`src/sv/tlbl_pkg.sv`:
```
// ----------------------------------------------------------------------------
// tlbl_pkg
// Shared types and constants for the set-associative TLB with LRU replacement.
// ----------------------------------------------------------------------------
package tlbl_pkg;

	localparam int PAGE_W       = 52;
	localparam int STAMP_W      = 32;
	localparam int DEF_NUM_SETS = 16;
	localparam int DEF_NUM_WAYS = 4;

	typedef enum logic [1:0] {
		OP_LOOKUP = 2'd0,
		OP_INSERT = 2'd1,
		OP_FLUSH  = 2'd2,
		OP_NOP    = 2'd3
	} op_t;

	// One classified request handed from the front to the back.
	typedef struct packed {
		op_t               op;
		logic              upd;
		logic [PAGE_W-1:0] ppage;
		logic [PAGE_W-1:0] vpage;
	} req_t;

	typedef enum logic {
		B_IDLE = 1'b0,
		B_LOOK = 1'b1
	} bst_t;

endpackage

```
`src/sv/tlbl_front.sv`:
```
// ----------------------------------------------------------------------------
// tlbl_front
// Accepts request words, works out the set index and queues the request.
// ----------------------------------------------------------------------------
module tlbl_front #(
	parameter int NUM_SETS = tlbl_pkg::DEF_NUM_SETS,
	localparam int SET_W = (NUM_SETS > 1) ? $clog2(NUM_SETS) : 1
) (
	input  logic                clk,
	input  logic                arst_n,
	input  logic                s_tvalid,
	output logic                s_tready,
	input  logic [111:0]        s_tdata,  // virt_page, phys_page_in, update_recency, zero fill
	input  logic [1:0]          s_tuser,  // opcode
	output logic                q_valid,
	input  logic                q_ready,
	output tlbl_pkg::req_t      q_req,
	output logic [SET_W-1:0]    q_set
);

	localparam bit POW2   = ((NUM_SETS & (NUM_SETS - 1)) == 0);
	localparam int DIGITS = 8;
	localparam int STEPS  = 7;
	localparam int SH_W   = DIGITS * STEPS;
	localparam int R_W    = SET_W + 1;

	logic                busy_q;
	tlbl_pkg::req_t      req_q;
	logic [2:0]          cnt_q;
	logic [SH_W-1:0]     sh_q;
	logic [R_W-1:0]      rem_q;
	logic [R_W-1:0]      rem_nxt;
	logic                done;
	logic                push;
	logic                accept;
	logic [SET_W-1:0]    set_res;

	tlbl_pkg::req_t      ent_req_q [2];
	logic [SET_W-1:0]    ent_set_q [2];
	logic                wp_q;
	logic                rp_q;
	logic [1:0]          fill_q;
	logic                pop;

	// Remainder by the set count, eight bits a cycle, most significant first.
	always_comb begin
		logic [R_W-1:0] r;
		r = rem_q;
		for (int i = 0; i < DIGITS; i++) begin
			r = {r[SET_W-1:0], sh_q[SH_W-1-i]};
			if (r >= R_W'(NUM_SETS)) begin
				r = r - R_W'(NUM_SETS);
			end
		end
		rem_nxt = r;
	end

	assign done    = POW2 ? 1'b1 : (cnt_q == 3'(STEPS));
	assign set_res = POW2 ? (SET_W'(req_q.vpage) & SET_W'(NUM_SETS - 1)) : rem_q[SET_W-1:0];
	assign push    = busy_q & done & (fill_q != 2'd2);
	assign s_tready = ~busy_q | push;
	assign accept  = s_tvalid & s_tready;

	always_ff @(posedge clk or negedge arst_n) begin
		if (!arst_n) begin
			busy_q <= 1'b0;
			cnt_q  <= '0;
		end else if (accept) begin
			busy_q <= 1'b1;
			cnt_q  <= '0;
		end else if (push) begin
			busy_q <= 1'b0;
		end else if (busy_q && !done) begin
			cnt_q <= cnt_q + 3'd1;
		end
	end

	always_ff @(posedge clk) begin
		if (accept) begin
			req_q.op    <= tlbl_pkg::op_t'(s_tuser);
			req_q.vpage <= s_tdata[51:0];
			req_q.ppage <= s_tdata[103:52];
			req_q.upd   <= s_tdata[104];
			sh_q        <= {4'b0, s_tdata[51:0]};
			rem_q       <= '0;
		end else if (busy_q && !done) begin
			sh_q  <= sh_q << DIGITS;
			rem_q <= rem_nxt;
		end
	end

	// Two-entry queue toward the back.
	assign q_valid = (fill_q != 2'd0);
	assign pop     = q_valid & q_ready;
	assign q_req   = ent_req_q[rp_q];
	assign q_set   = ent_set_q[rp_q];

	always_ff @(posedge clk or negedge arst_n) begin
		if (!arst_n) begin
			wp_q   <= 1'b0;
			rp_q   <= 1'b0;
			fill_q <= '0;
		end else begin
			if (push) begin
				wp_q <= ~wp_q;
			end
			if (pop) begin
				rp_q <= ~rp_q;
			end
			fill_q <= fill_q + {1'b0, push} - {1'b0, pop};
		end
	end

	always_ff @(posedge clk) begin
		if (push) begin
			ent_req_q[wp_q] <= req_q;
			ent_set_q[wp_q] <= set_res;
		end
	end

endmodule

```
`config.mk`:
```
export PLATFORM = sky130hd
export DESIGN_NAME = tlbl_front
export DESIGN_NICKNAME = d
export VERILOG_FILES = /design/src/sv/tlbl_pkg.sv /design/src/sv/tlbl_front.sv
export SDC_FILE = /design/constraint.sdc
export NUM_CORES = 1
export LEC_CHECK = 0
export ABC_AREA = 1
export BUFFER_PORTS_ARGS = -buffer_cell sky130_fd_sc_hd__buf_2
export CAP_MARGIN = 25
export CORE_MARGIN = 2
export CORE_UTILIZATION = 50
export DETAILED_ROUTE_END_ITERATION = 10
export PLACE_DENSITY = 0.74
export SYNTH_ARGS = -nofsm -noshare
export SYNTH_HDL_FRONTEND = slang
export SYNTH_SLANG_ARGS = --single-unit
```
`constraint.sdc`:
```
create_clock -name clk -period 13.64 [get_ports clk]
set_input_delay 1.364 -clock clk [delete_from_list [all_inputs] [get_ports clk]]
set_output_delay 1.364 -clock clk [all_outputs]
set_load 0.05 [all_outputs]
```
# Word-level counts from Yosys, hierarchy flattened
# Memories as Yosys holds them, arrays and structs flattened.
# Index checks and enable logic that the tools add are counted.
classes:
  n_addsub: 2
  div_mod_pow: 0
  order_cmp: 0
  reduce_logical: 2
  mux: 4
  n_eq_ne: 1
  shift: 0
  bitwise: 7
  n_mul: 0
ops:
  columns: ["operator", "n"]
  rows:
  - ["two-way mux 1 bit", 4]
  - ["nonzero test 2 bit", 2]
  - ["AND 1 bit", 3]
  - ["NOT 1 bit", 3]
  - ["adder 2 x 1 -> 2 bit", 1]
  - ["inequality test 2 bit (second input constant)", 1]
  - ["subtractor 2 x 1 -> 2 bit", 1]
  - ["OR 1 bit", 1]
word_totals:
  word_cells: 26
  n_memories: 2
  latchBits: 0
  inputBits: 118
  rom_bits: 0
  register_bits: 112
  output_inout_bits: 113
  ram_bits: 222
memory_table:
  columns: ["name", "words", "width", "rd", "rd_clocked_by_memory_dff", "write_ports", "line_no", "source"]
  rows:
  - ["ent_req_q", 2, 107, 1, 0, 1, "tlbl_front.sv:38", "tlbl_pkg::req_t ent_req_q [2];"]
  - ["ent_set_q", 2, 4, 1, 0, 1, "tlbl_front.sv:39", "logic [SET_W-1:0] ent_set_q [2];"]

# Longest topological paths before layout
# Gate-level depths: netlist of run 1.
depth:
  depth_word: 5
  depth_mapped: 10
  depth_no_buf: 10

# Least setup slack after synthesis of run 1
# OpenSTA, ideal clock, no wires.
synth_timing:
  kind: "register to register"
  startpoint: "register fill_q[1]"
  endpoint: "memory ent_req_q[1][0] (netlist bit), enable pin"
  n_path_buf: 0
  arrival_ns: 4.999
  path_stages_with_launch: 4
  setup_ns: 0.574
  slack_ns: 8.067
  synth_period_minus_slack_ns: 5.573
  path_cell_list: "dfrtp_1 nand2_1 nand2_1 nor2_1"
synth_via:
  elab_chain_cells: 4
synth_lines:
  columns: ["element", "line_no", "source"]
  rows:
  - ["start: declaration", "tlbl_front.sv:42", "logic [1:0] fill_q;"]
  - ["start signal: assignment", "tlbl_front.sv:110", "fill_q <= fill_q + {1'b0, push} - {1'b0, pop};"]
  - ["inequality test 2 bit", "tlbl_front.sv:60", "assign push = busy_q & done & (fill_q != 2'd2);"]
  - ["AND 1 bit", "tlbl_front.sv:60", null]
  - ["two-way mux 1 bit", "tlbl_front.sv:115", "if (push) begin"]
  - ["two-way mux 1 bit (not written as such)", "tlbl_front.sv:116", "ent_req_q[wp_q] <= req_q;"]
  - ["end: declaration", "tlbl_front.sv:38", null]
# No other way between the ends.

==> run summary, run 1 <==
Slowest stage delay, CP - 0.78 ns
Layout Nets - 1065
Remaining DRCs - 0
RSZ-0062 raised after global routing - false
Clock slew at reported path FFs - 0.06 ns
First-pass iteration count of the detailed router - 5
Via density per instance - 4.86
First-pass GRT wire length - 31400 um
Yosys reg bits - 326
Total gr overflow - 0
Fmax achieved - 0.242 GHz
Cells after Synth - 707
Hpwl dp - 12100 um
Required @ worst endpoint - 12.28 ns
Die Area - 23800 um2
CTS tree - done
Max-slew violation count - 0
Fin area - 13700 um2
Initial core utilization - 0.513
Number of global-route vias before repair - 6144
Crit Path Class - reg -> out
Min cycle time layout - 4.12 ns
Final period utilization - 0.302
# rows - 54
Post-DRT Antenna Nets - 0
Status - finished, final reports clean
Hold crit path type - reg -> reg
Detailed-route via count - 6093
IO Pins - 231
Post_cts resized - 0
CP Max Fanout - 83
Initial antenna violation count - 5
Critical path arrival - 2.76 ns
DR WL/cell - 16.2 um
Cell variety after synth - 11
Setup fix buffers added after clock tree synthesis - 0
Chip height - 154 um
Hold Fails Final Rpt - 0
CTS root buf - clkbuf_16
Share of cells above drive strength 1 - 0.289
CTS Sinks - 326
Die W - 154 um
Part of the Yosys area used for sequential elements - 0.865
Worst Setup End Kind - primary output
FILL cells - 1601
H-tree depth - 2
Crit-path most repeated cell - nand2_1
Detailed-route wire length - 20300 um
Worst rel slew slack - 0.364
IO buf count - 223
Max cap viols - 0
WP buf/inv - 3
Core area - 22000 um2
Final setup TNS - 0 ns
Worst-Skew Late Latency - 0.49 ns
Avg Cell Area, Syn - 16.0 um2
Clk buf depth - 3
Area grow syn2layout - 21.7%
Syn. warnings - 0
Mapped Area - 11300 um2
Tot GR Track Use - 0.171
Startpoint Class - flip-flop
Placer congestion estimate - 0.740
Post-Syn Nets - 827
Area post-placement - 12600 um2
Total CTS buffers - 34
Final setup violation count - 0
Largest net degree at the start of global routing - 84
Slew @ Worst Pin - 0.955 ns
Crit-path cells - inv_4, buf_4, nand2_1, nand2_1, buf_2
Initial DRC Count - 356
Hold buffers post-CTS - 0
Clock skew - 0.00934 ns
Critical Path Slowest Stage Cell - buf_4
CP top delay family - buffers and inverters
## cell type report
type | count | area [um2] | share of cell area
Inverter | 11 | 48.8 | 0.00355
Multi-Input combinational cell | 343 | 1320 | 0.0959
Clock inverter | 15 | 128 | 0.00929
Sequential cell | 326 | 9770 | 0.711
Antenna cell | 4 | 10.0 | 0.000728
Tap cell | 280 | 350 | 0.0255
Clock buffer | 46 | 960 | 0.0698
Timing Repair Buffer | 229 | 1160 | 0.0845
## kinds of logic after synthesis
family | share of synthesized area
adders and majority gates | 0.00222
DFF | 0.865
and+or+nand+nor | 0.114
buffers and inverters | 0.0194
## state kept, by name, summed over array words and instances (netlist names)
name and flops:
req_q 107, wp_q 1, rp_q 1, fill_q 2
ent_req_q 214, busy_q 1
## Yosys cell counts
cell | count | share of area
buf_2 | 17 | 0.0075
buf_4 | 6 | 0.0040
buf_6 | 4 | 0.0040
inv_1 | 10 | 0.0033
dfrtp_1 | 5 | 0.011
edfxtp_1 | 321 | 0.85
nor2_1 | 1 | 0.00033
nand3_1 | 4 | 0.0018
ha_1 | 2 | 0.0022
inv_4 | 1 | 0.00055
nand2_1 | 336 | 0.11
## placed cells by master (no fill, tap or decap), types with 6 or more instances in the layout
cell type,n
nand2_1,336
edfxtp_1,321
buf_2,223
clkbuf_16,37
clkbuf_1,9
inv_1,8
clkinv_1,6
buf_4,6
## through the flow
stage / worst slack [ns] / instances / utilization / hold slack, ns
after floorplan: 8.07 / 707 / - / 0.421
after global placement: 10.0 / 1189 / 0.574 / 0.422
after detailed placement: 9.96 / 1189 / 0.574 / 0.430
after CTS: 9.43 / 1250 / 0.623 / 0.442
after global routing: 9.27 / 1252 / 0.624 / 0.447
final: 9.52 / 1254 / 0.624 / 0.440
## per-layer routing
metal,part of all wire,global-route usage,vias to the layer above
li1,-,-,2935
met1,0.40,0.210,2890
met2,0.50,0.296,222
met3,0.074,0.0440,42
met4,0.023,0.0600,4
met5,0.0010,0,-
## path summary, 6_finish.rpt
kind | from | end | slack, ns | cells after the start
min in group asynchronous | arst_n | busy_q | 0.69 | 1
max in group asynchronous | arst_n | rp_q | 12.79 | 1
worst min register to register | req_q[72] | ent_req_q[0][72] | 0.44 | 0
worst max-delay path | rp_q | q_req[61] | 9.52 | 5
worst min-delay path | req_q[72] | ent_req_q[0][72] | 0.44 | 0
worst max register to register | fill_q[1] | ent_req_q[1][23] | 10.84 | 5
Power of run 1 is left out: the tool's default activity adds up to more than one toggle a clock period on the data nets, which glitch-free logic cannot reach.
==> run 2: changes to the inputs <==
Settings changed: CORE_UTILIZATION 50 to 49, PLACE_DENSITY 0.74 to 0.75.
Clock period 13.64 ns to 3.7 ns, I/O delays scaled along.
==> run summary, run 2 (synthesized netlist as in run 1, its figures left out) <==
Layout Nets - 1066 (+0.094%)
IO buf count - 223 (unchanged)
Core area - 22600 um2 (+2.8%)
Clock skew - 0.0127 ns (+0.00331 ns)
Hold Fails Final Rpt - 0 (unchanged)
Worst Setup End Kind - primary output
Final std cells w/o fill - 1258 (+0.32%)
Min cycle time layout - 2.96 ns
Number of flip-flops in the largest register - 214 (unchanged)
Total gr overflow - 0 (unchanged)
Placer congestion estimate - 0.726 (-1.9%)
Share of cells above drive strength 1 - 0.288 (-0.000297)
First-pass iteration count of the detailed router - 5 (unchanged)
First-pass GRT wire length - 31900 um (+1.6%)
Die Area - 24300 um2 (+2.0%)
Initial antenna violation count - 3 (-2)
# rows - 55 (+1.9%)
Remaining DRCs - 0 (unchanged)
Worst-Skew Late Latency - 0.50 ns (about the same)
Detailed-route wire length - 21100 um (+3.6%)
Fin area - 13800 um2 (+0.42%)
CTS tree - done
CTS root buf - clkbuf_16
CTS Sinks - 326 (unchanged)
Number of global-route vias before repair - 6025 (-1.9%)
Max-slew violation count - 0 (unchanged)
Final setup violation count - 0 (unchanged)
Die W - 156 um (+0.99%)
Worst rel slew slack - 0.455 (+0.0918)
Commonest non-fill, non-tap cell in the layout - nand2_1
Fmax achieved - 0.338 GHz
Post-DRT Antenna Nets - 0 (unchanged)
Area post-placement - 12700 um2 (+0.45%)
Final core occ - 0.610 (-0.0144)
Top reg by flops - ent_req_q
Detailed-route via count - 6104 (+0.18%)
Placed insts - 1194 (+0.42%)
IO Pins - 231 (unchanged)
Final setup TNS - 0 ns (unchanged)
Required @ worst endpoint - 3.33 ns (-8.95 ns)
Hold crit path type - in -> reg
Largest registers - ent_req_q: 214 flops, req_q: 107 flops, fill_q: 2 flops
Clk buf depth - 3 (unchanged)
Tot GR Track Use - 0.172 (+0.000931)
Startpoint Class - flip-flop
Total CTS buffers - 34 (unchanged)
Max cap viols - 0 (unchanged)
Hpwl dp - 12400 um (+2.9%)
Post_cts resized - 0 (unchanged)
Initial DRC Count - 418 (+17%)
Slew @ Worst Pin - 0.817 ns (-0.138 ns)
H-tree depth - 2 (unchanged)
Via density per instance - 4.85 (-0.14%)
Largest net degree at the start of global routing - 91 (+8.3%)
CP Max Fanout - 61 (-27%)
Initial core utilization - 0.499 (-0.0139)
Most frequent cells in the layout - 336 x nand2_1, 321 x edfxtp_1, 223 x buf_2
Final period utilization - 0.800
Crit Path Class - reg -> out
Status - finished, final reports clean
DR WL/cell - 16.7 um (+3.3%)
Clock slew at reported path FFs - 0.06 ns (about the same)
Area grow syn2layout - 22.2%
Critical path arrival - 2.59 ns (-0.17 ns)
RSZ-0062 raised after global routing - false
Chip height - 156 um (+0.99%)
run 2: cell types whose count changed in the layout (fill, tap and decap cells not counted), moves of 2 or more:
cell      change
buf_12        +4
buf_4         -4
clkbuf_1      -2
clkinv_1      +2
clkinv_4      -2
diode_2       -2
run 2: layout make-up:
class                   instances  area [um2]
flip-flops and latches        326        9770
fillers                      1658        8840
multi-input cells             343        1320
repair buffers                230        1220
clock buffers                  44         952
well taps                     285         357
clock inverters                17         131
inverters                      11        48.8
diodes                          2        5.00
run 2: critical path: stages, from the launching register on:
cell     delay (ns)
dfrtp_4        0.69
inv_4          0.52
buf_12         0.35
nand2_1        0.10
nand2_1        0.10
buf_2          0.28
run 2: per-stage QoR:
stage	worst slack [ns]	hold slack, ns
2_1_floorplan	0.193	0.0744
3_3_place_gp	1.24	0.199
3_5_place_dp	1.23	0.200
4_1_cts	0.700	0.0225
5_1_grt	0.529	0.0199
6_report	0.740	0.0449
run 2: worst paths after layout:
check,startpoint,end,slack (ns),cells past startpoint
min in group asynchronous,arst_n,busy_q,0.24,2
min reg2reg,req_q[30],ent_req_q[0][30],0.44,0
min,s_tdata[59],req_q[59],0.04,1
max,rp_q,q_req[53],0.74,5
max reg2reg,fill_q[1],ent_req_q[1][82],1.67,4
max in group asynchronous,arst_n,rp_q,3.31,2
run 2: metal layers:
metal  share of wire  wire (um)  global-route usage
met1            0.41       8590               0.224
met2            0.50      10500               0.279
met3           0.068       1440              0.0436
met4           0.026        545              0.0699
met5         0.00076         16                   0
run 2: repair_timing:
| action | CTS | global route |
|---|---|---|
| setup buffers | 0 | 0 |
| hold buffers | 1 | 0 |
| hold endpoints to repair | 5 | 0 |
Power of run 2 is left out for the same reason.
==> run 3: changes to the inputs <==
Clock period 3.7 ns to 2.5 ns, I/O delays scaled along.
==> run summary, run 3 (synthesized netlist as in run 1, its figures left out) <==
Initial antenna violation count - 3 (unchanged)
Number of global-route vias before repair - 6880 (+14%)
Most frequent cells in the layout - 335 x nand2_1, 321 x edfxtp_1, 218 x buf_2
Required @ worst endpoint - 2.25 ns (-1.08 ns)
Initial DRC Count - 304 (-27%)
Largest registers - ent_req_q: 214 flops, req_q: 107 flops, fill_q: 2 flops
Startpoint Class - flip-flop
Die W - 156 um (unchanged)
Slowest stage delay, CP - 0.57 ns (-0.12 ns)
Final period utilization - 0.934
Hold WS - 0.0642 ns (+0.0193 ns)
IO Pins - 231 (unchanged)
FF-to-FF End - ent_req_q[1][48]
Sw Ratio - 0.412
Critical path arrival - 2.09 ns (-0.50 ns)
Detailed-route wire length - 22900 um (+8.9%)
First-pass iteration count of the detailed router - 5 (unchanged)
Final setup TNS - 0 ns (unchanged)
RSZ-0062 raised after global routing - false
Switching Power - 8.76 mW
Chip height - 156 um (unchanged)
Via density per instance - 4.86 (+0.23%)
# rows - 55 (unchanged)
CP top delay family - buffers and inverters
Max cap viols - 0 (unchanged)
Remaining DRCs - 0 (unchanged)
Crit-path most repeated cell - nand2_1
DR WL/cell - 16.8 um (about the same)
First-pass GRT wire length - 34900 um (+9.4%)
Status - finished, final reports clean
Clock slew at reported path FFs - 0.07 ns (about the same)
H-tree depth - 1 (-1)
Clock power share - 0.237
Number of flip-flops in the largest register - 214 (unchanged)
Initial core utilization - 0.499 (unchanged)
Fmax achieved - 0.428 GHz
Detailed-route via count - 6658 (+9.1%)
Clock skew - 0.0110 ns (-0.00162 ns)
Leakage - 6.14 nW
Tot GR Track Use - 0.186 (+0.0139)
Max-slew violation count - 0 (unchanged)
Share of cells above drive strength 1 - 0.267 (-0.0210)
CP Max Fanout - 34 (-44%)
Final setup violation count - 0 (unchanged)
Min cycle time layout - 2.34 ns
Hpwl dp - 12100 um (-2.9%)
Layout Nets - 1177 (+10%)
Area grow syn2layout - 33.3%
Crit-path cells - inv_4, buf_4, nand2_1, nand2_1, buf_2
DP Worst Slack - 0.720 ns (-0.508 ns)
Critical Path Slowest Stage Cell - dfrtp_4
WP buf/inv - 3 (unchanged)
Internal power - 12.5 mW
Placer congestion estimate - 0.755 (+4.1%)
CTS tree - done
Reg2reg path depth - 4 (unchanged)
Sequential power share - 0.384
Hold Fails Final Rpt - 0 (unchanged)
Comb power frac - 0.380
Total CTS buffers - 31 (-8.8%)
Worst-Skew Late Latency - 0.54 ns (+0.04 ns)
Max rail drop VDD - 1.08 mV
CTS root buf - clkbuf_16
Post-DRT Antenna Nets - 0 (unchanged)
CTS Sinks - 326 (unchanged)
Setup fix buffers added after clock tree synthesis - 0 (unchanged)
Largest net degree at the start of global routing - 85 (-6.6%)
Core area - 22600 um2 (unchanged)
Worst rel slew slack - 0.628 (+0.172)
Clk buf depth - 3 (unchanged)
Crit Path Class - reg -> out
R2r setup slk - 0.85 ns (-0.82 ns)
Overall power - 21.3 mW
Die Area - 24300 um2 (unchanged)
Launching point of the worst reg2reg path - fill_q[1]
Worst Setup End Kind - primary output
Slew @ Worst Pin - 0.559 ns (-0.258 ns)
Hold crit path type - in -> async
IO buf count - 223 (unchanged)
Top reg by flops - ent_req_q
Commonest non-fill, non-tap cell in the layout - nand2_1
Worst Slack Setup Final - 0.164 ns (-0.576 ns)
Total gr overflow - 0 (unchanged)
PD cells - 1410 nW/um2
run 3: cell count changes in the layout (fill, tap and decap cells not counted), sizes merged:
| cell | change |
|---|---|
| clkbuf | -8 |
| dlygate4sd3 | +109 |
| clkinv | -2 |
| inv | -2 |
| bufinv | +6 |
| buf | +5 |
| diode | +1 |
| clkinvlp | +2 |
run 3: repair_timing:
item | in CTS | in global routing
gates resized for setup | 0 | 0
hold endpoints to repair | 114 | 0
hold buffers | 110 | 0
run 3: cell type report:
cell class	instances	area [um2]
Fill cell	1478	7590
Inverter	11	51.3
Timing Repair Buffer	344	2420
Multi-Input combinational cell	343	1340
Sequential cell	326	9770
Clock inverter	21	309
Antenna cell	3	7.51
Clock buffer	36	795
Tap cell	285	357
run 3: power groups by stage:
stage | clock (mW) | combinational (mW) | sequential, mW
after CTS | 5.12 | 8.14 | 8.15
after detailed placement | 0 | 7.98 | 8.25
after global placement | 0 | 7.90 | 8.16
after floorplan | 0 | 5.94 | 8.16
final | 5.03 | 8.08 | 8.16
after global routing | 5.35 | 8.58 | 8.27
run 3: stage by stage:
| step | std cells | cell area [um2] | utilization |
|---|---|---|---|
| 4_1_cts | 1366 | 15000 | 0.664 |
| 5_1_grt | 1369 | 15000 | 0.665 |
| 3_3_place_gp | 1199 | 12800 | 0.567 |
| 3_5_place_dp | 1199 | 12800 | 0.567 |
| 2_1_floorplan | 707 | 11300 | - |
| 6_report | 1369 | 15000 | 0.665 |
run 3: worst reg2reg max path: cells and delay by family, from the launching register on:
| family | cells | cell delay [ns] |
|---|---|---|
| simple gates | 3 | 0.37 |
| flops | 1 | 0.43 |
| buf+inv | 1 | 0.41 |
run 3: worst max path at each step:
stage / from / to / slack [ns] / cells past startpoint
3_3_place_gp: rp_q / q_set[1] / 0.73 / 5
5_1_grt: rp_q / q_req[1] / 0.02 / 4
2_1_floorplan: fill_q[0] / req_q[0] / -0.21 / 4
3_5_place_dp: rp_q / q_req[1] / 0.72 / 5
4_1_cts: rp_q / q_req[1] / 0.14 / 5
6_report: rp_q / q_req[1] / 0.16 / 5
run 3: routing by layer:
layer | track usage | up-vias | wire (um)
li1 | - | 3156 | -
met1 | 0.225 | 3193 | 9140
met2 | 0.331 | 261 | 11500
met3 | 0.0408 | 48 | 1660
met4 | 0.0625 | 0 | 605
met5 | 0 | - | 0
No activity file was read; power rests on OpenSTA's default activity.
